[src/cnm_pkg.sv]
// shared types, constants and codes of the nrom cartridge memory block
package cnm_pkg;

    localparam int PRG_BANK_BYTES    = 16384;
    localparam int PRG_BANK_BITS     = 14;
    localparam int MAX_PRG_BANKS_DEF = 2;
    localparam int CHR_BYTES         = 8192;
    localparam int CHR_BITS          = 13;
    localparam int WRAM_BYTES        = 8192;
    localparam int WRAM_BITS         = 13;
    localparam int TRAINER_BYTES     = 512;
    localparam int HDR_LEN           = 16;
    localparam int HDR_BITS          = 4;
    localparam int CNT_W             = 17;
    localparam int ENT_ADDR_W        = 15;
    localparam int QUEUE_DEPTH       = 4;
    localparam int QPTR_W            = 2;

    localparam logic [CNT_W-1:0] CNT_MAX   = 17'h1FFFF;
    localparam logic [15:0] CPU_PRG_BASE   = 16'h8000;
    localparam logic [15:0] CPU_WRAM_BASE  = 16'h6000;
    localparam logic [7:0]  MAGIC_0        = 8'h4E;
    localparam logic [7:0]  MAGIC_1        = 8'h45;
    localparam logic [7:0]  MAGIC_2        = 8'h53;
    localparam logic [7:0]  MAGIC_3        = 8'h1A;
    localparam logic [71:0] DD_TAG         = "DiskDude!";

    localparam logic KIND_READ   = 1'b0;
    localparam logic KIND_STATUS = 1'b1;

    typedef enum logic [2:0] {
        REQ_IMAGE  = 3'd0,
        REQ_CPU_RD = 3'd1,
        REQ_CPU_WR = 3'd2,
        REQ_PPU_RD = 3'd3,
        REQ_PPU_WR = 3'd4
    } req_t;

    typedef enum logic [2:0] {
        ST_OK     = 3'd0,
        ST_SHORT  = 3'd1,
        ST_MAGIC  = 3'd2,
        ST_MAPPER = 3'd3,
        ST_SIZE   = 3'd4,
        ST_TRUNC  = 3'd5
    } load_status_t;

    typedef enum logic [2:0] {
        OP_NONE,
        OP_PRG_WR,
        OP_PRG_RD,
        OP_WRAM_WR,
        OP_WRAM_RD,
        OP_CHR_WR,
        OP_CHR_RD,
        OP_ZERO_RD
    } mem_op_t;

    typedef enum logic [1:0] {
        SRC_ZERO,
        SRC_PRG,
        SRC_CHR,
        SRC_WRAM
    } src_t;

    typedef enum logic {
        BK_CLEAR,
        BK_RUN
    } back_state_t;

    typedef struct packed {
        mem_op_t               op;
        logic [ENT_ADDR_W-1:0] addr;
        logic [7:0]            data;
        logic                  status;
        load_status_t          load_status;
        logic [1:0]            mirror;
        logic                  clear_first;
    } entry_t;

endpackage

[src/cnm_queue.sv]
// short queue of classified requests between front and back
module cnm_queue (
    input  logic            clk,
    input  logic            rst_n,
    input  logic            push,
    input  cnm_pkg::entry_t push_entry,
    input  logic            pop,
    output logic            full,
    output logic            valid,
    output cnm_pkg::entry_t head
);
    import cnm_pkg::*;

    entry_t            mem_reg [QUEUE_DEPTH];
    logic [QPTR_W-1:0] wr_ptr_reg;
    logic [QPTR_W-1:0] wr_ptr_next;
    logic [QPTR_W-1:0] rd_ptr_reg;
    logic [QPTR_W-1:0] rd_ptr_next;
    logic [QPTR_W:0]   cnt_reg;
    logic [QPTR_W:0]   cnt_next;

    assign full  = (cnt_reg == (QPTR_W + 1)'(QUEUE_DEPTH));
    assign valid = (cnt_reg != '0);
    assign head  = mem_reg[rd_ptr_reg];

    always_comb
    begin
        wr_ptr_next = push ? wr_ptr_reg + QPTR_W'(1) : wr_ptr_reg;
        rd_ptr_next = pop ? rd_ptr_reg + QPTR_W'(1) : rd_ptr_reg;
        cnt_next    = cnt_reg;
        if (push && !pop)
            cnt_next = cnt_reg + (QPTR_W + 1)'(1);
        else if (pop && !push)
            cnt_next = cnt_reg - (QPTR_W + 1)'(1);
    end

    always_ff @(posedge clk or negedge rst_n)
    begin
        if (!rst_n)
        begin
            wr_ptr_reg <= '0;
            rd_ptr_reg <= '0;
            cnt_reg    <= '0;
        end
        else
        begin
            wr_ptr_reg <= wr_ptr_next;
            rd_ptr_reg <= rd_ptr_next;
            cnt_reg    <= cnt_next;
        end
    end

    always_ff @(posedge clk)
    begin
        if (push)
        begin
            mem_reg[wr_ptr_reg] <= push_entry;
        end
    end

endmodule

[config.mk]
export PLATFORM = sky130hd
export DESIGN_NAME = cnm_queue
export DESIGN_NICKNAME = d
export VERILOG_FILES = /design/src/cnm_pkg.sv /design/src/cnm_queue.sv
export SDC_FILE = /design/constraint.sdc
export NUM_CORES = 1
export LEC_CHECK = 0
export BUFFER_PORTS_ARGS = -buffer_cell sky130_fd_sc_hd__buf_4
export CAP_MARGIN = 15
export CORE_UTILIZATION = 35
export CTS_BUF_LIST = sky130_fd_sc_hd__clkbuf_8
export CTS_CLUSTER_DIAMETER = 100
export DETAILED_ROUTE_END_ITERATION = 16
export GPL_TIMING_DRIVEN = 0
export PLACE_DENSITY = 0.57
export SLEW_MARGIN = 20
export SYNTH_ARGS = -nofsm -noshare
export SYNTH_HDL_FRONTEND = slang
export SYNTH_SLANG_ARGS = --single-unit
[constraint.sdc]
create_clock -name clk -period 2.3 [get_ports clk]
set_input_delay 0.46 -clock clk [delete_from_list [all_inputs] [get_ports clk]]
set_output_delay 0.46 -clock clk [all_outputs]
set_load 0.02 [all_outputs]
### Yosys cells after proc, flatten, opt, wreduce, memory -nomap -nowiden

Memories as Yosys holds them, arrays and structs flattened.
Cells that the tools add are included.

* muxes and demuxes: 4
* reduce and logical (&&, ||, !) cells: 6
* add/sub/neg operators: 4
* equality and inequality tests: 1

Operator list (number)
* 3-bit two-way mux: 2
* 2-bit by 1-bit adder with 2-bit output (second input constant): 2
* 3-bit by 1-bit adder with 3-bit output (second input constant): 1
* 3-bit == test (second input constant): 1
* 3-bit nonzero test: 1
* 3-bit by 1-bit subtractor with 3-bit output (second input constant): 1
* 1-bit logical AND: 2
* 1-bit logical NOT: 2
* 1-bit two-way mux: 2
* 2-bit nonzero test: 1

* bits of input ports: 37
* RAM bits: 132
* register bits after elaboration: 7
* memories: 1
* word-level logic and storage cells: 19
* output and inout bits: 35

Memory list
* mem_reg: depth 4, width 33, rd ports 1, clocked after memory_dff 0, wr ports 1, line cnm_queue.sv:14 `entry_t mem_reg [QUEUE_DEPTH];`

### Logic depth before layout (Yosys ltp)

Gate-level depths: netlist of run 1.

* word-level depth: 4
* depth in mapped cells: 7
* gate-level depth less buffers: 7

### Worst setup path after synthesis of run 1

Ideal clock, no wire load.

* path kind: register -> register
* start: reg wr_ptr_reg[0]
* end: mem mem_reg[2][0] (netlist bit), enable pin
* data required time: 1.907 ns
* stages on the path, launching flop included: 4
* arrival: 1.432 ns
* clock period less this slack: 1.826 ns
* path buffers: 0
* slack: 0.474 ns
* setup time: 0.393 ns
* cell sequence: dfrtp_1 -> inv_1 -> ha_1 -> and2_1

RTL lines
* start, declared: line cnm_queue.sv:15 `logic [QPTR_W-1:0] wr_ptr_reg;`
* start signal, assigned: line cnm_queue.sv:47 `wr_ptr_reg <= wr_ptr_next;`
* end, declared: line cnm_queue.sv:14

No word-level cell before the write port.

==> flow_summary.ini, run 1 <==
[sta]
rsz0062_at_grt = true
finalSetupViolCount = 0
worst_slack_ns = 0.04825
post-route-period-util_pct = 97.90
tightest_slew_ns = 0.6452
report.final.hold_viol_count = 0
relSlewSlack_pct = 56.99
min_period_ns = 2.252
skew_ns = 0.006449
max_freq_ghz = 0.4441
drv_slew = 0

[synth]
synth_fp_nets = 250
synth-edff-count = 132
synth_top_cell_area_share_pct = 76.10
synth_area_um2 = 5209
synth_top_flop_cell = edfxtp_1
yosysTopAreaCell = edfxtp_1
ys_top_cells_by_area = edfxtp_1 (76%), mux4_2 (12%), dfrtp_1 (3.4%)
seq_area_frac_synth_pct = 79.46
ys_seq_elements = 139
synth_commonest_cells = edfxtp_1 (132), mux4_2 (28), dfrtp_1 (7), ha_1 (5), mux4_1 (5)
synthArstFlopShare_pct = 5.036
synth_most_common_cell = edfxtp_1
yosysWarnings = 0
synth.avg_cell_area_um2 = 25.16
ys_types = 19
synthCells = 207

[global_routing]
antenna_found_initial = 0
grt_max_degree = 25
grt_pass1_wl_mm = 14.02
grt_pass1_vias = 2618
gr-usage-all-layers_pct = 13.33
overflow = 0

[drt]
viasPerCell = 4.703
wire_per_inst_um = 18.10
drt-initial-drc-count = 135
drc = 0
ant_nets = 0
wirelength_mm = 9.066
drt-pass1-iter-count = 4
via_count = 2356

[critical_path]
arrival_ns = 1.79
rrSetupSlack_ns = 0.55
worst-setup-path-type = register to output pin
worstPathRequired_ns = 1.84
start_kind = register
cp_max_fo = 10
worst_setup_path_end_kind = output pin

[clock_tree]
clock_latency_ns = 0.43
clk_pin_slew_ns = 0.07
numCtsBuffers = 17
clk_path_buf_depth = 2
htree_levels = 4
cts_tree = yes
numClockSinks = 139
ctsRootBufferMaster = clkbuf_8

[power]
ir_drop_mv = 0.6241
p_sw_mw = 2.571
power_frac_seq_pct = 41.1
p_total_mw = 8.390
clkPwrFrac_pct = 19.5
p_per_area_nw_per_um2 = 1283
switching_share_pct = 30.65
p_comb_share_pct = 39.4
p_leak_nw = 2.307
internal_power_mw = 5.818

[worst_hold_path]
min_path_type = primary input to register

[flow_run]
cap_viol_max_count = 0

[floorplanning]
die_area_um2 = 15370
core_um2 = 14530
io-pin-count = 72
rows = 44
start_util_pct = 35.84
dieHeight_um = 124.0
die_w_um = 124.0

[cells_and_area]
area_delta_synth_final_pct = 25.58
antenna_cells = 0
multi_input_area_um2 = 960.9
seqCellArea_um2 = 4139
fillers = 1266
drive_gt1_share_pct = 46.69
nets = 348
largest_reg_flops = 132

[place]
io_buffers = 71
dp_hpwl_mm = 5.692
gp_congestion = 0.6346
dpl_worst_slack_ns = 0.4513

[outcome]
status = finished, final reports clean
## placed cells by master, fill, tap and decap left out, types with 3 or more instances in the layout
master / n
buf_6: 29
dfrtp_1: 7
edfxtp_1: 132
clkinv_2: 9
buf_4: 48
xor2_1: 4
mux4_2: 30
and2_2: 4
inv_1: 6
mux4_1: 3
ha_1: 5
clkbuf_8: 17
buf_12: 5
## metrics by stage
step                      hold slack [ns]  instances  setup TNS, ns  instance area [µm²]  util, %
after floorplan                    0.1644        207              0                 5209        -
after global placement             0.2823        462         -32.33                 5972    41.09
after detailed placement           0.2853        466              0                 6072    41.78
after CTS                          0.1827        500       -0.05197                 6504    44.75
after global routing               0.1829        501        -0.5876                 6541    45.01
final                              0.2234        501              0                 6541    45.01
## final cells by class
| type | instances | area share (%) |
|---|---|---|
| inverter | 4 | 0.2295 |
| clock buffer | 17 | 3.577 |
| clock inverter | 14 | 1.377 |
| multi-input combinational | 56 | 14.69 |
| sequential | 139 | 63.27 |
| timing repair buffer | 79 | 11.76 |
| buffer | 8 | 1.568 |
| tap | 184 | 3.520 |
## power groups by stage
stage | registers [mW] | logic, mW | clock network [mW]
final | 3.45 | 3.30 | 1.64
after global routing | 3.50 | 3.56 | 1.80
after CTS | 3.46 | 3.29 | 1.70
after detailed placement | 3.51 | 3.06 | 0
after global placement | 3.51 | 2.94 | 0
after floorplan | 3.48 | 1.90 | 0
## logic make-up after synthesis
logic type,after synthesis,synth area share [%]
AO/OA/AOI/OAI,1,0.09599
XOR/XNOR,6,1.009
adder cells (fa/ha/maj),6,1.585
buffers and inverters,12,2.042
flip-flops,139,79.46
multiplexers,34,14.85
AND/OR/NAND/NOR,9,0.9609
## metal layers
layer  vias to the layer above  track usage [%]  wire length (µm)
met5                         -                0                 0
li1                       1060                -                 -
met3                         4            5.174               501
met4                         0            5.804                46
met2                        62            21.49              4710
met1                      1230            15.90              3807
## worst max-delay path: stages (launching register included)
cell and delay (ns):
dfrtp_1 0.36, buf_8 0.16, buf_12 0.16, mux4_2 0.53, buf_6 0.15
## worst paths after layout
check                               from       endpoint  depth (start not counted)
setup / recovery           rd_ptr_reg[0]        head[6]                          4
hold reg to reg               cnt_reg[2]     cnt_reg[2]                          1
setup reg to reg           wr_ptr_reg[0]  mem_reg[0][2]                          4
max in group asynchronous          rst_n     cnt_reg[0]                          2
min in group asynchronous          rst_n  rd_ptr_reg[1]                          2
hold / removal                       pop  rd_ptr_reg[0]                          2
## repair_timing
item | CTS | global route
hold endpoints to repair | 7 | 0
gates resized for setup | 23 | 12
buffers inserted | 2 | 1
setup endpoints to repair | 29 | 29
hold buffers | 1 | 0
pin swaps | 0 | 0
Note: power is estimated with default switching activity, not from simulation.
==> run 2: changes to the inputs <==
--- a/config.mk
+++ b/config.mk
@@ -13,6 +13,7 @@
 export DETAILED_ROUTE_END_ITERATION = 16
 export GPL_TIMING_DRIVEN = 0
 export PLACE_DENSITY = 0.57
+export SETUP_SLACK_MARGIN = 0.4
 export SLEW_MARGIN = 20
 export SYNTH_ARGS = -nofsm -noshare
 export SYNTH_HDL_FRONTEND = slang
==> flow_summary.ini, run 2 (synthesized netlist as in run 1, its figures left out) <==
[critical_path]
worst_setup_path_end_kind = output pin
cp_max_fo = 9
rrSetupSlack_ns = 0.55
reg2reg_from = wr_ptr_reg[0]
worst_r2r_endpoint = mem_reg[0][2]
arrival_ns = 1.79
worstPathRequired_ns = 1.84
start_kind = register
worst-setup-path-type = register to output pin
r2r_cells = 4

[cells_and_area]
largest_reg_flops = 132
drive_gt1_share_pct = 48.77
fillers = 1262
antenna_cells = 0
final_cell_mix = edfxtp_1 (132), buf_4 (48), mux4_2 (33), buf_6 (33), clkbuf_8 (17)
area_delta_synth_final_pct = 27.82
seqCellArea_um2 = 4139
final_util_pct = 45.81
multi_input_area_um2 = 949.7
fin_cells = 508
final_common_cell = edfxtp_1
nets = 355

[clock_tree]
clock_latency_ns = 0.43
cts_tree = yes
numCtsBuffers = 17
clk_pin_slew_ns = 0.07
clk_path_buf_depth = 2
ctsRootBufferMaster = clkbuf_8
numClockSinks = 139
htree_levels = 4

[floorplanning]
io-pin-count = 72
rows = 44
die_area_um2 = 15370
start_util_pct = 35.84
die_w_um = 124.0
dieHeight_um = 124.0
core_um2 = 14530

[drt]
ant_nets = 0
wirelength_mm = 9.317
drt-pass1-iter-count = 4
drc = 0
via_count = 2366
wire_per_inst_um = 18.34
viasPerCell = 4.657
drt-initial-drc-count = 136

[place]
placed_cells = 466
io_buffers = 71
gp_congestion = 0.6346
dp_hpwl_mm = 5.692

[sta]
finalSetupViolCount = 0
min_period_ns = 2.249
drv_slew = 0
rsz0062_at_grt = true
tightest_slew_ns = 0.6468
post-route-period-util_pct = 97.77
relSlewSlack_pct = 56.88
skew_ns = 0.005767
tns_ns = 0
report.final.hold_viol_count = 0
max_freq_ghz = 0.4447

[global_routing]
grt_max_degree = 25
overflow = 0
grt_pass1_vias = 2650
grt_pass1_wl_mm = 14.35
antenna_found_initial = 0
gr-usage-all-layers_pct = 13.62

[worst_hold_path]
worst_hold_startpoint = push_entry[3]
hold_end = mem_reg[1][3]
min_path_type = primary input to register
min_path_cells = 1

[flow_run]
cap_viol_max_count = 0

[power]
ir_drop_mv = 0.6765
p_leak_nw = 2.358
p_per_area_nw_per_um2 = 1302

[outcome]
status = finished, final reports clean
[run 2: changes by cell type in the layout (fill, tap and decap cells not counted)]
cell | before | now
clkbuf_16 | 0 | 2
mux4_2 | 30 | 33
buf_12 | 5 | 6
buf_8 | 1 | 0
buf_16 | 2 | 3
buf_6 | 29 | 33
mux4_1 | 3 | 0
[run 2: timing repair]
| action | 4_1_cts | 5_1_grt |
|---|---|---|
| setup endpoints to repair | 34 | 34 |
| hold buffers | 1 | 0 |
| hold endpoints to repair | 7 | 0 |
| setup buffers | 5 | 2 |
| gates cloned | 1 | 2 |
| pin swaps | 0 | 1 |
| gates resized for setup | 44 | 0 |
[run 2: final cells by class]
cell class / count / share of cell area, %
Buffer: 8 / 1.616
Clock buffer: 17 / 3.514
Clock inverter: 14 / 1.353
Inverter: 4 / 0.2255
Multi-Input combinational cell: 56 / 14.26
Sequential cell: 139 / 62.17
Tap cell: 184 / 3.458
Timing Repair Buffer: 86 / 13.40
[run 2: critical path: stages, from the launching register on]
cell	delay, ns
dfrtp_1	0.37
buf_12	0.17
clkbuf_16	0.17
mux4_2	0.50
buf_6	0.15
[run 2: through the flow]
stage	worst slack [ns]	total power [mW]	hold WS, ns	cell area, µm²
floorplan	0.4744	5.371	0.1644	5209
global placement	-0.2821	6.452	0.2823	5972
detailed placement	0.4513	6.570	0.2853	6072
CTS	-0.01261	8.722	0.1827	6593
global route	-0.03908	9.156	0.1829	6658
finish	0.05123	8.671	0.2251	6658
[run 2: per-layer routing]
layer / share of wire (%) / vias to the layer above / global-route usage, % / routed length (µm)
met4: 0.63 / 0 / 5.804 / 59
met1: 42 / 1227 / 16.64 / 3959
li1: - / 1072 / - / -
met5: 0 / - / 0 / 0
met2: 52 / 61 / 21.67 / 4802
met3: 5.3 / 6 / 5.174 / 495
[run 2: where the power goes]
group          switching, mW  internal [mW]
Clock                  0.830          0.811
Combinational           1.69           1.90
Sequential             0.123           3.32
Total                   2.64           6.03
[run 2: worst max path at each step]
stage	startpoint	endpoint	slack (ns)	cells past startpoint
3_5_place_dp	rd_ptr_reg[1]	head[9]	0.45	4
2_1_floorplan	wr_ptr_reg[0]	mem_reg[2][0]	0.47	3
5_1_grt	rd_ptr_reg[0]	head[28]	-0.04	4
6_report	rd_ptr_reg[0]	head[23]	0.05	4
3_3_place_gp	wr_ptr_reg[0]	mem_reg[0][7]	-0.28	3
4_1_cts	rd_ptr_reg[0]	head[24]	-0.01	4
