--- config.mk ---
export PLATFORM = sky130hd
export DESIGN_NAME = cnm_front
export DESIGN_NICKNAME = d
export VERILOG_FILES = /design/src/cnm_pkg.sv /design/src/cnm_front.sv
export SDC_FILE = /design/constraint.sdc
export NUM_CORES = 1
export LEC_CHECK = 0
export BUFFER_PORTS_ARGS = -buffer_cell sky130_fd_sc_hd__buf_2
export CAP_MARGIN = 20
export CORE_UTILIZATION = 45
export CTS_CLUSTER_SIZE = 16
export DETAILED_ROUTE_END_ITERATION = 8
export PLACE_DENSITY_LB_ADDON = 0.12
export SETUP_SLACK_MARGIN = 0.5
export SYNTH_ARGS = -nofsm -noshare
export SYNTH_HDL_FRONTEND = slang
export SYNTH_SLANG_ARGS = --single-unit
export TNS_END_PERCENT = 20
--- constraint.sdc ---
create_clock -name clk -period 5.9 [get_ports clk]
set_clock_uncertainty 0.2 [all_clocks]
set_input_delay 0.59 -clock clk [delete_from_list [all_inputs] [get_ports clk]]
set_output_delay 0.59 -clock clk [all_outputs]
set_load 0.1 [all_outputs]
--- src/cnm_pkg.sv ---
// shared types, constants and codes of the nrom cartridge memory block
package cnm_pkg;

    localparam int PRG_BANK_BYTES    = 16384;
    localparam int PRG_BANK_BITS     = 14;
    localparam int MAX_PRG_BANKS_DEF = 2;
    localparam int CHR_BYTES         = 8192;
    localparam int CHR_BITS          = 13;
    localparam int WRAM_BYTES        = 8192;
    localparam int WRAM_BITS         = 13;
    localparam int TRAINER_BYTES     = 512;
    localparam int HDR_LEN           = 16;
    localparam int HDR_BITS          = 4;
    localparam int CNT_W             = 17;
    localparam int ENT_ADDR_W        = 15;
    localparam int QUEUE_DEPTH       = 4;
    localparam int QPTR_W            = 2;

    localparam logic [CNT_W-1:0] CNT_MAX   = 17'h1FFFF;
    localparam logic [15:0] CPU_PRG_BASE   = 16'h8000;
    localparam logic [15:0] CPU_WRAM_BASE  = 16'h6000;
    localparam logic [7:0]  MAGIC_0        = 8'h4E;
    localparam logic [7:0]  MAGIC_1        = 8'h45;
    localparam logic [7:0]  MAGIC_2        = 8'h53;
    localparam logic [7:0]  MAGIC_3        = 8'h1A;
    localparam logic [71:0] DD_TAG         = "DiskDude!";

    localparam logic KIND_READ   = 1'b0;
    localparam logic KIND_STATUS = 1'b1;

    typedef enum logic [2:0] {
        REQ_IMAGE  = 3'd0,
        REQ_CPU_RD = 3'd1,
        REQ_CPU_WR = 3'd2,
        REQ_PPU_RD = 3'd3,
        REQ_PPU_WR = 3'd4
    } req_t;

    typedef enum logic [2:0] {
        ST_OK     = 3'd0,
        ST_SHORT  = 3'd1,
        ST_MAGIC  = 3'd2,
        ST_MAPPER = 3'd3,
        ST_SIZE   = 3'd4,
        ST_TRUNC  = 3'd5
    } load_status_t;

    typedef enum logic [2:0] {
        OP_NONE,
        OP_PRG_WR,
        OP_PRG_RD,
        OP_WRAM_WR,
        OP_WRAM_RD,
        OP_CHR_WR,
        OP_CHR_RD,
        OP_ZERO_RD
    } mem_op_t;

    typedef enum logic [1:0] {
        SRC_ZERO,
        SRC_PRG,
        SRC_CHR,
        SRC_WRAM
    } src_t;

    typedef enum logic {
        BK_CLEAR,
        BK_RUN
    } back_state_t;

    typedef struct packed {
        mem_op_t               op;
        logic [ENT_ADDR_W-1:0] addr;
        logic [7:0]            data;
        logic                  status;
        load_status_t          load_status;
        logic [1:0]            mirror;
        logic                  clear_first;
    } entry_t;

endpackage

--- src/cnm_front.sv ---
// front part: accepts words, tracks the image header and classifies each request
module cnm_front #(
    parameter int MAX_PRG_BANKS = cnm_pkg::MAX_PRG_BANKS_DEF
) (
    input  logic            clk,
    input  logic            rst_n,
    input  logic            s_tvalid,
    output logic            s_tready,
    input  logic [23:0]     s_tdata,
    input  logic [2:0]      s_tuser,
    input  logic            s_tlast,
    input  logic            q_full,
    output logic            q_push,
    output cnm_pkg::entry_t q_entry
);
    import cnm_pkg::*;

    localparam int PRG_W = $clog2(MAX_PRG_BANKS * PRG_BANK_BYTES);

    logic [7:0]       hdr_reg [HDR_LEN];
    logic [7:0]       hdr_next [HDR_LEN];
    logic [CNT_W-1:0] cnt_reg;
    logic [CNT_W-1:0] cnt_next;
    logic [1:0]       prg_banks_reg;
    logic [1:0]       prg_banks_next;

    logic [15:0]      addr;
    logic [7:0]       byte_in;
    logic             accept;
    logic             is_hdr_pos;
    logic [CNT_W-1:0] tr_len;
    logic [CNT_W-1:0] body_base;
    logic [CNT_W-1:0] off;
    logic             in_body;
    logic             prg_ok;
    logic [CNT_W-1:0] prg_len;
    logic [CNT_W-1:0] chr_off;
    logic [CNT_W-1:0] chr_len;
    logic [CNT_W-1:0] cnt_inc;
    logic [CNT_W-1:0] need;
    logic             tag_ok;
    logic             magic_bad;
    logic             mapper_bad;
    load_status_t     st;
    logic [1:0]       mirror;
    logic [PRG_W-1:0] prg_mask;
    logic [PRG_W-1:0] cpu_prg_idx;
    entry_t           ent;

    assign addr     = s_tdata[15:0];
    assign byte_in  = s_tdata[23:16];
    assign s_tready = !q_full;
    assign accept   = s_tvalid && s_tready;

    // header as it stands after this byte
    always_comb
    begin
        is_hdr_pos = cnt_reg < CNT_W'(HDR_LEN);
        for (int i = 0; i < HDR_LEN; i++)
        begin
            hdr_next[i] = (cnt_reg == '0) ? 8'h00 : hdr_reg[i];
            if (is_hdr_pos && cnt_reg[HDR_BITS-1:0] == HDR_BITS'(i))
            begin
                hdr_next[i] = byte_in;
            end
        end
    end

    always_comb
    begin
        tr_len    = hdr_next[6][2] ? CNT_W'(TRAINER_BYTES) : '0;
        body_base = CNT_W'(HDR_LEN) + tr_len;
        off       = cnt_reg - body_base;
        in_body   = cnt_reg >= body_base;
        prg_ok    = (hdr_next[4] != 8'd0) && (hdr_next[4] <= 8'(MAX_PRG_BANKS));
        prg_len   = CNT_W'(hdr_next[4][1:0]) << PRG_BANK_BITS;
        chr_off   = off - prg_len;
        chr_len   = hdr_next[5][0] ? CNT_W'(CHR_BYTES) : '0;
        cnt_inc   = (cnt_reg == CNT_MAX) ? cnt_reg : cnt_reg + CNT_W'(1);
        need      = body_base + prg_len + chr_len;
        mirror    = {hdr_next[6][3], hdr_next[6][0]};

        tag_ok = 1'b1;
        for (int i = 0; i < 9; i++)
        begin
            if (hdr_next[7 + i] != DD_TAG[71 - 8 * i -: 8])
            begin
                tag_ok = 1'b0;
            end
        end

        magic_bad  = (hdr_next[0] != MAGIC_0) || (hdr_next[1] != MAGIC_1) ||
                     (hdr_next[2] != MAGIC_2) || (hdr_next[3] != MAGIC_3);
        mapper_bad = (hdr_next[6][7:4] != 4'd0) || (!tag_ok && hdr_next[7][7:4] != 4'd0);

        if (cnt_inc < CNT_W'(HDR_LEN))
            st = ST_SHORT;
        else if (magic_bad)
            st = ST_MAGIC;
        else if (mapper_bad)
            st = ST_MAPPER;
        else if (!prg_ok || hdr_next[5] > 8'd1)
            st = ST_SIZE;
        else if (cnt_inc < need)
            st = ST_TRUNC;
        else
            st = ST_OK;
    end

    // cpu side prg mirroring
    always_comb
    begin
        prg_mask    = (prg_banks_reg == 2'd1) ? PRG_W'(PRG_BANK_BYTES - 1) : '1;
        cpu_prg_idx = addr[PRG_W-1:0] & prg_mask;
    end

    always_comb
    begin
        ent             = '0;
        ent.op          = OP_NONE;
        ent.data        = byte_in;
        ent.load_status = ST_OK;
        case (s_tuser)
            REQ_IMAGE:
            begin
                ent.clear_first = (cnt_reg == '0);
                if (s_tlast)
                begin
                    ent.status      = 1'b1;
                    ent.load_status = st;
                    ent.mirror      = mirror;
                end
                if (!is_hdr_pos && in_body && prg_ok)
                begin
                    if (off < prg_len)
                    begin
                        ent.op   = OP_PRG_WR;
                        ent.addr = ENT_ADDR_W'(off[PRG_W-1:0]);
                    end
                    else if (hdr_next[5] == 8'd1 && chr_off < CNT_W'(CHR_BYTES))
                    begin
                        ent.op   = OP_CHR_WR;
                        ent.addr = ENT_ADDR_W'(chr_off[CHR_BITS-1:0]);
                    end
                end
            end
            REQ_CPU_RD:
            begin
                if (addr >= CPU_PRG_BASE)
                begin
                    ent.op   = OP_PRG_RD;
                    ent.addr = ENT_ADDR_W'(cpu_prg_idx);
                end
                else if (addr >= CPU_WRAM_BASE)
                begin
                    ent.op   = OP_WRAM_RD;
                    ent.addr = ENT_ADDR_W'(addr[WRAM_BITS-1:0]);
                end
                else
                begin
                    ent.op = OP_ZERO_RD;
                end
            end
            REQ_CPU_WR:
            begin
                if (addr >= CPU_PRG_BASE)
                begin
                    ent.op   = OP_PRG_WR;
                    ent.addr = ENT_ADDR_W'(cpu_prg_idx);
                end
                else if (addr >= CPU_WRAM_BASE)
                begin
                    ent.op   = OP_WRAM_WR;
                    ent.addr = ENT_ADDR_W'(addr[WRAM_BITS-1:0]);
                end
            end
            REQ_PPU_RD:
            begin
                ent.op   = OP_CHR_RD;
                ent.addr = ENT_ADDR_W'(addr[CHR_BITS-1:0]);
            end
            REQ_PPU_WR:
            begin
                ent.op   = OP_CHR_WR;
                ent.addr = ENT_ADDR_W'(addr[CHR_BITS-1:0]);
            end
            default:
            begin
                ent.op = OP_NONE;
            end
        endcase
    end

    assign q_entry = ent;
    assign q_push  = accept && (ent.op != OP_NONE || ent.status || ent.clear_first);

    always_comb
    begin
        cnt_next       = cnt_reg;
        prg_banks_next = prg_banks_reg;
        if (accept && s_tuser == REQ_IMAGE)
        begin
            cnt_next = s_tlast ? '0 : cnt_inc;
            if (s_tlast && st == ST_OK)
            begin
                prg_banks_next = hdr_next[4][1:0];
            end
        end
    end

    always_ff @(posedge clk or negedge rst_n)
    begin
        if (!rst_n)
        begin
            cnt_reg       <= '0;
            prg_banks_reg <= 2'd1;
            for (int i = 0; i < HDR_LEN; i++)
            begin
                hdr_reg[i] <= 8'h00;
            end
        end
        else
        begin
            cnt_reg       <= cnt_next;
            prg_banks_reg <= prg_banks_next;
            if (accept && s_tuser == REQ_IMAGE)
            begin
                for (int i = 0; i < HDR_LEN; i++)
                begin
                    hdr_reg[i] <= hdr_next[i];
                end
            end
        end
    end

endmodule

---- Yosys cells after proc, flatten, opt, wreduce, memory -nomap -nowiden ----
Cells that the tools add are included.
storage, ports and cells
  flip-flop bits (word level) ............. 146
  bits in latches ......................... 0
  bits in writable memories ............... 0
  bits in read-only memories .............. 0
  word-level logic and storage cells ...... 179
  memories ................................ 0
operators by class
  $add $sub $neg .......................... 6
  multiply operators ...................... 0
  div/mod/pow operators ................... 0
  $lt $le $gt $ge ......................... 10
  eq/ne operators ......................... 35
  shift-type cells ........................ 0
  muxes and demuxes ....................... 63
  bitwise gates (word level) .............. 1
  reductions and logical operators ........ 46
operators with widths
  cell                                                                     count
  8-bit two-way mux                                                        32
  18-bit two-way mux                                                       5
  8-bit by 7-bit != test with 1-bit output, second input constant          11
  15-bit case mux with 4 select lines                                      1
  17-bit two-way mux                                                       3
  17-bit by 5-bit < comparator with 1-bit output, second input constant    2
  4-bit equality test, second input constant                               8
  1-bit logical AND                                                        25
  11-bit by 16-bit adder with 17-bit output                                1
  17-bit by 1-bit adder with 17-bit output, second input constant          1
  17-bit by 14-bit adder with 17-bit output                                1
  17-bit equality test, second input constant                              1
  17-bit by 11-bit >= comparator with 1-bit output                         1
  17-bit logical NOT                                                       1
  17-bit by 14-bit < comparator with 1-bit output, second input constant   1
  17-bit by 16-bit < comparator with 1-bit output                          1
  17-bit < comparator                                                      1
  17-bit by 11-bit subtractor with 17-bit output                           1
  17-bit by 16-bit subtractor with 17-bit output                           1
  4-bit by 3-bit equality test with 1-bit output, second input constant    4
  16-bit by 15-bit >= comparator with 1-bit output, second input constant  1
  16-bit >= comparator, second input constant                              1
  15-bit AND                                                               1
  15-bit two-way mux                                                       1
  other kinds (30)                                                         55

---- Logic depth before layout (Yosys ltp) ----
Gate-level depths: netlist of the first run.
  word-level depth ........................ 24
  depth in mapped cells ................... 21
  mapped depth without buffers ............ 17

---- Least setup slack after synthesis of the first run ----
Ideal clock, no wire load.
  kind .................................... register to output
  from .................................... register cnt_reg[0]
  to ...................................... output port q_entry[25] (netlist bit)
  arrival ................................. 6,215 ps
  slack ................................... -1,105 ps
  stages on the path, launching flop included .. 18
  path buffers ............................ 1
  cells stage by stage .................... dfrtp_1 > inv_1 > ha_1 > nor4b_2 > nand4_1 > or2_2 > a31oi_2 > maj3_1 > nor3_1 > xnor2_1 > ha_1 > fa_1 > nand2_1 > nor4b_1 > mux2_2 > nand3_1 > clkbuf_1 > o21ai_0
RTL lines
  what                    line              source
  start, declared         cnm_front.sv:22   logic [CNT_W-1:0] cnt_reg;
  start signal, assigned  cnm_front.sv:224  cnt_reg <= cnt_next;
  end, declared           cnm_front.sv:14   output cnm_pkg::entry_t q_entry

==> results_dict.tcl, run 1 <==
set metrics [dict create \
    rsz0062_at_grt "yes" \
    synth_cell_types 79 \
    clk_latency_ps 430 \
    synth_top_cell_by_area "dfrtp_1" \
    cts-root-buf "clkbuf_16" \
    synth-edff-count 0 \
    powerDensity_nw_per_um2 316 \
    nFillCells 1779 \
    outcome "finished, violations left" \
    chipWidth_um 144 \
    synth_nets 1035 \
    ys_seq_area_share_pct 40.5 \
    critical_path_class "reg -> out" \
    synthMostInstantiatedCell "dfrtp_1" \
    synthToLayoutAreaGrowth_pct 20.8 \
    max-slew-margin-rel_pct 38.1 \
    synth_cells 989 \
    firstDrtPassIters 8 \
    cts_buffers 17 \
    critPathRequiredTime_ps 5110 \
    synthTopCellsByCount "145 x dfrtp_1, 118 x a22o_1, 92 x nand2_1, 63 x clkbuf_1, 63 x nor2_1" \
    viasPerCell 6.39 \
    final_nets 1081 \
    core_um2 19600 \
    place.gp.congestion 0.905 \
    grt.total_usage_pct 28.5 \
    hp-class "in -> async" \
    antenna_found_initial 0 \
    h-tree-depth 4 \
    post-route-min-period_ps 5460 \
    setup_violations 0 \
    ioPinCount 67 \
    total_leakage_power_nw 4.69 \
    wire_per_inst_um 21.8 \
    worstPathArrival_ps 4670 \
    failed_checks "negative hold slack" \
    synth-async-reset-ratio_pct 100 \
    clock.fmax_mhz 183 \
    finalMaxSlewViolations 0 \
    synth-main-ff-cell "dfrtp_1" \
    start_util_pct 46.1 \
    largest_register_ffs 127 \
    startpoint_type "flip-flop" \
    hpwlAfterDp_um 18800 \
    drt_iter0_markers 891 \
    die-area_um2 20600 \
    globalRoute.totalOverflow 0 \
    synth_top_cell_area_share_pct 40.2 \
    setup_tns_ps 0 \
    yosysWarnings 0 \
    ys_seq_elements 146 \
    die_h_um 144 \
    clockBufferDepth 2 \
    fin_area_um2 10900 \
    path_max_fanout 8 \
    worstMarginPinSlew_ps 928 \
    std_cell_rows 51 \
    synthTopCellsByArea "dfrtp_1 40%, a22o_1 11%, nand2_1 3.8%" \
    n_antenna_cell 0 \
    synth_area_um2 9030 \
    io_buffer_count 66 \
    hold_ws_ps -16.9 \
    numClockSinks 146 \
    via_count 8383 \
    cts_tree "built" \
    grt_pass1_wl_um 44400 \
    hold_viol_final 20 \
    finalWirelength_um 28600 \
    syn_avg_cell_area_um2 9.14 \
    maxCapViolations 0 \
    grt_pass1_vias 7784 \
    clkTransAtPathRegs_ps 70 \
    drive_gt1_share_pct 21.4 \
    period_share_pct 92.5 \
    postRouteAntennaNets 0 \
    ir_drop_uv 171 \
    grt_max_degree 76 \
    drc_errors 0 \
    endpoint_kind "primary output" \
    place_area_um2 10000 \
]
[what timing repair did]
action | in CTS | in global routing
pin swaps | 5 | 13
endpoints found under the setup margin | 20 | 21
gates resized for setup | 12 | 31
buffers inserted | 7 | 7
hold buffers | 0 | 0
cloned | 0 | 1
[critical path, stage by stage (launching register included)]
cell and delay, ps:
dfrtp_1 480, ha_1 400, or4b_1 670, nor4_1 540, o22ai_1 180, nor4_1 300
o211ai_1 200, nor4_1 330, a31oi_1 310, nand3b_1 300, nor3_2 310, buf_12 210
[cells in the final DEF (no fill, tap or decap), types with 23 or more instances in the layout]
| cell | count |
|---|---|
| nor2_1 | 60 |
| a22o_1 | 118 |
| nand4_1 | 25 |
| buf_2 | 45 |
| nor3_1 | 23 |
| nand2_1 | 89 |
| dfrtp_1 | 140 |
| o21ai_0 | 43 |
| buf_4 | 44 |
| a21oi_1 | 33 |
| nand3_1 | 35 |
[per-stage QoR]
stage	total power [mW]	std cells	hold WS (ps)	setup slack (ps)	utilization, %
after detailed placement	2.28	1266	265	436	51.2
final	3.45	1312	-16.9	443	55.7
after global routing	3.58	1312	35.3	375	55.7
after global placement	2.27	1266	250	533	51.2
after floorplan	1.93	989	94.4	97.0	-
after CTS	3.38	1304	10.4	448	54.7
[metal layers]
layer	wire length [µm]	global-route usage (%)	vias to the layer above
met5	26	0	-
met4	582	8.85	2
met3	1810	5.46	64
met2	13100	43.7	348
met1	13100	40.3	4143
li1	-	-	3826
[path summary, 6_finish.rpt]
check                           cells past startpoint                           end                         start  slack, ps
worst max-delay path                               11                    q_entry[5]        cnt_reg[1]$_DFFE_PN0P_        440
worst min register to register                      2  prg_banks_reg[0]$_DFFE_PN1P_  prg_banks_reg[0]$_DFFE_PN1P_        270
max in group asynchronous                           2       hdr_reg[65]$_DFFE_PN0P_                         rst_n       4150
min in group clk                                    2  prg_banks_reg[0]$_DFFE_PN1P_  prg_banks_reg[0]$_DFFE_PN1P_        270
worst min-delay path                                1        hdr_reg[3]$_DFFE_PN0P_                         rst_n        -20
worst max register to register                     10  prg_banks_reg[1]$_DFFE_PN0P_        cnt_reg[1]$_DFFE_PN0P_       1340
[power by group]
part / leakage [nW] / switching, mW / internal, mW
combinational: 2.42 / 0.755 / 0.422
clock: 0.273 / 0.436 / 0.634
sequential: 2.00 / 0.0896 / 1.11
[logic make-up (layout without fill, tap and decap cells)]
logic type,Yosys count,in the layout,share of synthesized area (%)
DFF,146,146,40.5
buffers and inverters,104,162,5.04
adders and majority gates,16,16,2.24
muxes,13,13,1.48
and+or+nand+nor,377,377,23.5
xor gates and xnor gates,27,27,2.77
AOI/OAI and AO/OA,306,306,24.5
[layout make-up]
class	count	area [µm²]	area share (%)
clock buffers	20	447	4.09
inverters	19	73.8	0.676
well taps	265	332	3.04
repair buffers	112	1010	9.27
flip-flops and latches	146	3660	33.5
multi-input cells	739	5260	48.2
clock inverters	11	128	1.17
(Power assumes the default switching activity.)
==> inputs of run 2 (changes only) <==
CORE_UTILIZATION = 63   (was 45)
CTS_BUF_LIST = sky130_fd_sc_hd__clkbuf_4   (was default)
==> run 2 against run 1 <==
Compared with the run above:
- the run now ends clean
- combinational power barely moved
- register-to-register slack improved by 200 ps
- die area fell by 28%
- utilization rose by 22 points
- highest routed layer is now met4
==> results_dict.tcl, run 2 (synthesis results as in run 1) <==
set metrics [dict create \
    outcome "completed" \
    drive_gt1_share_pct 23.4 \
    cts_tree "built" \
    startpoint_type "flip-flop" \
    grt_pass1_wl_um 43800 \
    std_cell_rows 43 \
    chipWidth_um 122 \
    max-slew-margin-rel_pct 37.1 \
    start_util_pct 64.8 \
    critPathLaunch "cnt_reg[0]$_DFFE_PN0P_" \
    numClockSinks 146 \
    clockBufferDepth 2 \
    finalWirelength_um 27900 \
    reg2reg_depth 11 \
    place.gp.congestion 1.00 \
    final_nets 1101 \
    nFillCells 915 \
    total_leakage_power_nw 4.73 \
    hold_viol_final 0 \
    ir_drop_uv 241 \
    path_max_fanout 8 \
    finalMaxSlewViolations 0 \
    via_count 8836 \
    hpwlAfterDp_um 17600 \
    h-tree-depth 4 \
    worstPathArrival_ps 4680 \
    antenna_found_initial 1 \
    r2r-start "cnt_reg[1]$_DFFE_PN0P_" \
    critical_path_class "reg -> out" \
    die-area_um2 14800 \
    postRouteAntennaNets 0 \
    fin_area_um2 10800 \
    ff2ff_setup_slack_ps 1540 \
    clock.fmax_mhz 183 \
    powerDensity_nw_per_um2 286 \
    globalRoute.totalOverflow 0 \
    worstMarginPinSlew_ps 936 \
    viasPerCell 7.07 \
    maxCapViolations 0 \
    die_h_um 122 \
    core_um2 13900 \
    rsz0062_at_grt "yes" \
    grt_pass1_vias 8296 \
    io_buffer_count 66 \
    setup_violations 0 \
    hold_ws_ps 187 \
    rr_endpoint "prg_banks_reg[1]$_DFFE_PN0P_" \
    cts_buffers 17 \
    grt_max_degree 90 \
    drc_errors 0 \
    cp-endpoint "q_entry[23]" \
    firstDrtPassIters 8 \
    hp-class "in -> reg" \
    drt_iter0_markers 1133 \
    cts-root-buf "clkbuf_4" \
    place_area_um2 9900 \
    mostFrequentLayoutCell "dfrtp_1" \
    setup_tns_ps 0 \
    post-route-min-period_ps 5470 \
    ioPinCount 67 \
    clk_latency_ps 600 \
    period_share_pct 92.7 \
    critPathRequiredTime_ps 5110 \
    grt.total_usage_pct 38.7 \
    final_cell_mix "139 x dfrtp_1, 118 x a22o_1, 89 x nand2_1" \
    synthToLayoutAreaGrowth_pct 19.3 \
    largest_register_ffs 127 \
    wire_per_inst_um 22.3 \
    clkTransAtPathRegs_ps 140 \
    endpoint_kind "primary output" \
]
[run 2: area by class of cell]
cell class | instances | area, µm² | area share [%]
clock buffer | 17 | 128 | 1.18
inverter | 19 | 71.3 | 0.661
sequential | 146 | 3660 | 34.0
multi-input combinational | 739 | 5330 | 49.5
timing repair buffer | 132 | 1180 | 11.0
tap | 180 | 225 | 2.09
clock inverter | 15 | 176 | 1.64
antenna | 1 | 2.50 | 0.0232
[run 2: worst max-delay path, cell delays in order (launching register included)]
cell and delay, ps:
dfrtp_1 420, inv_2 100, ha_4 150, nor4b_4 220, nand4_1 160, buf_4 170
or2_4 260, a31oi_4 260, maj3_2 300, nor2_4 60, nand2_2 90, xnor2_2 130
inv_2 60, fa_1 520, nand2_2 70, nor4_1 190, mux2_4 220, nand3_4 120
buf_12 230, o21ai_4 170, buf_12 190
[run 2: timing repair]
item                       in CTS  in global routing
gates resized for setup        48                 12
hold endpoints to repair       88                  0
cloned                          1                  0
hold buffers                    1                  0
buffers inserted               31                  6
pin swaps                      12                  7
setup endpoints to repair      21                 21
[run 2: worst min path at each step]
stage                            start  depth (start not counted)                 endpoint  slack, ps
6_report                   s_tdata[23]                          3  hdr_reg[39]$_DFFE_PN0P_        190
4_1_cts                    s_tdata[23]                          3  hdr_reg[39]$_DFFE_PN0P_        140
2_1_floorplan                    rst_n                          0   cnt_reg[0]$_DFFE_PN0P_         90
5_1_grt                    s_tdata[23]                          3  hdr_reg[39]$_DFFE_PN0P_        180
3_3_place_gp   hdr_reg[32]$_DFFE_PN0P_                          2  hdr_reg[32]$_DFFE_PN0P_        240
3_5_place_dp   hdr_reg[36]$_DFFE_PN0P_                          2  hdr_reg[36]$_DFFE_PN0P_        250
[run 2: power breakdown]
| part | switching (mW) | leakage (nW) | internal [mW] | total [mW] |
|---|---|---|---|---|
| Clock | 0.419 | 0.166 | 0.266 | 0.685 |
| Combinational | 0.755 | 2.57 | 0.445 | 1.20 |
| Sequential | 0.0861 | 2.00 | 1.11 | 1.20 |
[run 2: per-layer routing]
layer	global-route usage, %	wire [µm]	vias to the layer above
met5	0	0	-
met4	19.9	1310	0
met3	9.32	2960	137
met2	57.5	12200	622
met1	52.6	11400	4207
li1	-	-	3870
[run 2: per-stage QoR]
step,utilization (%),power [mW],worst slack (ps),std cells
after floorplan,-,1.93,97.0,989
after global placement,71.0,2.22,633,1177
after detailed placement,71.0,2.24,450,1177
after CTS,76.7,3.03,462,1242
after global routing,77.4,3.21,284,1249
final,77.4,3.08,428,1249
==> inputs of run 3 (changes only) <==
CORE_UTILIZATION = 30   (was 63)
==> run 3 against run 2 <==
Compared with the run above:
- clock power decreased by 10%
- combinational power increased by 5%
- count of clock-buffer cells in the layout increased by 1
- hold slack got worse by 14 ps
- critical path depth decreased by 4
- final cell count increased by 17%
- worst setup slack improved by 120 ps
- maximum frequency increased by 2.3%
- non-clock buffer count increased by 5
- via count decreased by 4.8%
==> results_dict.tcl, run 3 (synthesis results as in run 1) <==
set metrics [dict create \
    outcome "completed" \
    ioPinCount 67 \
    std_cell_rows 63 \
    final_cell_mix "140 x dfrtp_1, 118 x a22o_1, 89 x nand2_1" \
    cp_top_family "simple AND/OR/NAND/NOR gates" \
    hp-class "in -> reg" \
    die_h_um 176 \
    finalWirelength_um 32600 \
    post-route-min-period_ps 5350 \
    powerDensity_nw_per_um2 278 \
    drt_iter0_markers 741 \
    mostFrequentLayoutCell "dfrtp_1" \
    nFillCells 3075 \
    antenna_found_initial 2 \
    multi_input_area_um2 5310 \
    clock.fmax_mhz 187 \
    cp_num_buf_inv 3 \
    crit_chain "buf_6 > or4b_4 > or2_4 > a31oi_4 > maj3_2 > nor3_2 > xnor2_2 > ha_2 > fa_1 > nand2_2 > nor4b_4 > mux2_4 > nand3_4 > buf_12 > o21ai_4 > buf_12" \
    period_share_pct 90.7 \
    post-route-util_pct 37.1 \
    core_um2 29600 \
    path_max_fanout 8 \
    critPathRequiredTime_ps 5110 \
    grt_max_degree 88 \
    startpoint_type "flip-flop" \
    maxCapViolations 0 \
    wire_per_inst_um 22.3 \
    synthToLayoutAreaGrowth_pct 21.9 \
    clk_latency_ps 590 \
    h-tree-depth 4 \
    firstDrtPassIters 7 \
    hold_ws_ps 174 \
    hold_viol_final 0 \
    place.gp.congestion 0.877 \
    slowest_delay_ps 590 \
    clockBufferDepth 2 \
    die-area_um2 30800 \
    chipWidth_um 176 \
    globalRoute.totalOverflow 0 \
    ir_drop_uv 105 \
    io_buffer_count 66 \
    start_util_pct 30.5 \
    postRouteAntennaNets 0 \
    grt.total_usage_pct 21.7 \
    worstMarginPinSlew_ps 960 \
    finalMaxSlewViolations 0 \
    setup_violations 0 \
    grt_pass1_wl_um 50900 \
    grt_pass1_vias 8322 \
    cpMaxStageDelayCell "or4b_4" \
    endpoint_kind "primary output" \
    viasPerCell 5.74 \
    hpwlAfterDp_um 22500 \
    numClockSinks 146 \
    drive_gt1_share_pct 23.7 \
    cts_tree "built" \
    cts_buffers 17 \
    drc_errors 0 \
    total_leakage_power_nw 4.72 \
    worstPathArrival_ps 4560 \
    setup_tns_ps 0 \
    final-seq-area_um2 3660 \
    final_nets 1106 \
    critical_path_class "reg -> out" \
    crit_top_cell "buf_12" \
    rsz0062_at_grt "yes" \
    via_count 8411 \
    clkTransAtPathRegs_ps 140 \
    max-slew-margin-rel_pct 36.0 \
    largest_register_ffs 127 \
    cts-root-buf "clkbuf_4" \
]
run 3: cell types whose count changed in the layout (fill, tap and decap cells not counted), sizes merged:
cell / before / now
buf: 130 / 136
inv: 26 / 22
clkinv: 5 / 7
clkinvlp: 1 / 3
bufinv: 2 / 1
diode: 1 / 2
run 3: area by class of cell:
class | count | share of cell area (%)
Multi-Input combinational cell | 739 | 48.3
Sequential cell | 146 | 33.3
Timing Repair Buffer | 137 | 11.1
Tap cell | 390 | 4.43
Clock buffer | 18 | 1.23
Clock inverter | 14 | 1.03
Inverter | 19 | 0.648
Antenna cell | 2 | 0.0455
run 3: worst paths after layout:
kind / startpoint / to / slack (ps) / cells after the start
max in group asynchronous: rst_n / hdr_reg[107]$_DFFE_PN0P_ / 3740 / 3
min reg2reg: hdr_reg[36]$_DFFE_PN0P_ / hdr_reg[36]$_DFFE_PN0P_ / 280 / 2
min: s_tdata[23] / hdr_reg[39]$_DFFE_PN0P_ / 170 / 3
max: cnt_reg[4]$_DFFE_PN0P_ / q_entry[15] / 550 / 16
min in group asynchronous: rst_n / hdr_reg[6]$_DFFE_PN0P_ / 420 / 2
max reg2reg: cnt_reg[0]$_DFFE_PN0P_ / prg_banks_reg[1]$_DFFE_PN0P_ / 1390 / 12
run 3: repair_timing:
action,4_1_cts,5_1_grt
buffers inserted,21,4
endpoints found under the setup margin,21,21
pin swaps,14,20
endpoints found under the hold margin,85,0
gates resized for setup,50,8
gates cloned,1,0
hold buffers,1,0
run 3: through the flow:
stage | cell area (µm²) | std cells | setup slack, ps | total power [mW]
finish | 11000 | 1465 | 550 | 3.06
global route | 11000 | 1464 | 334 | 3.22
CTS | 10900 | 1459 | 494 | 3.06
detailed placement | 10300 | 1404 | 390 | 2.34
global placement | 10300 | 1404 | 485 | 2.35
floorplan | 9220 | 989 | 97.0 | 1.93
run 3: worst register-to-register path: stages, from the launching register on:
cell      delay [ps]
dfrtp_1          400
buf_4            140
ha_2             310
or4b_1           660
nor4_2           410
o22ai_1          170
nor4_1           340
o211ai_1         190
nor4_1           430
a31oi_2          210
buf_4            190
nor4_4           400
mux2_1           370
run 3: per-layer routing:
layer | up-vias | part of all wire [%] | GRT usage [%]
met5 | - | 0 | 0
met4 | 0 | 2.0 | 6.96
met3 | 52 | 4.2 | 3.05
met2 | 249 | 48 | 35.3
met1 | 4225 | 46 | 29.6
li1 | 3885 | - | -
run 3: power breakdown:
| group | leakage [nW] | switching, mW | internal, mW |
|---|---|---|---|
| logic | 2.59 | 0.808 | 0.454 |
| registers | 2.00 | 0.0755 | 1.11 |
| clock network | 0.132 | 0.403 | 0.211 |
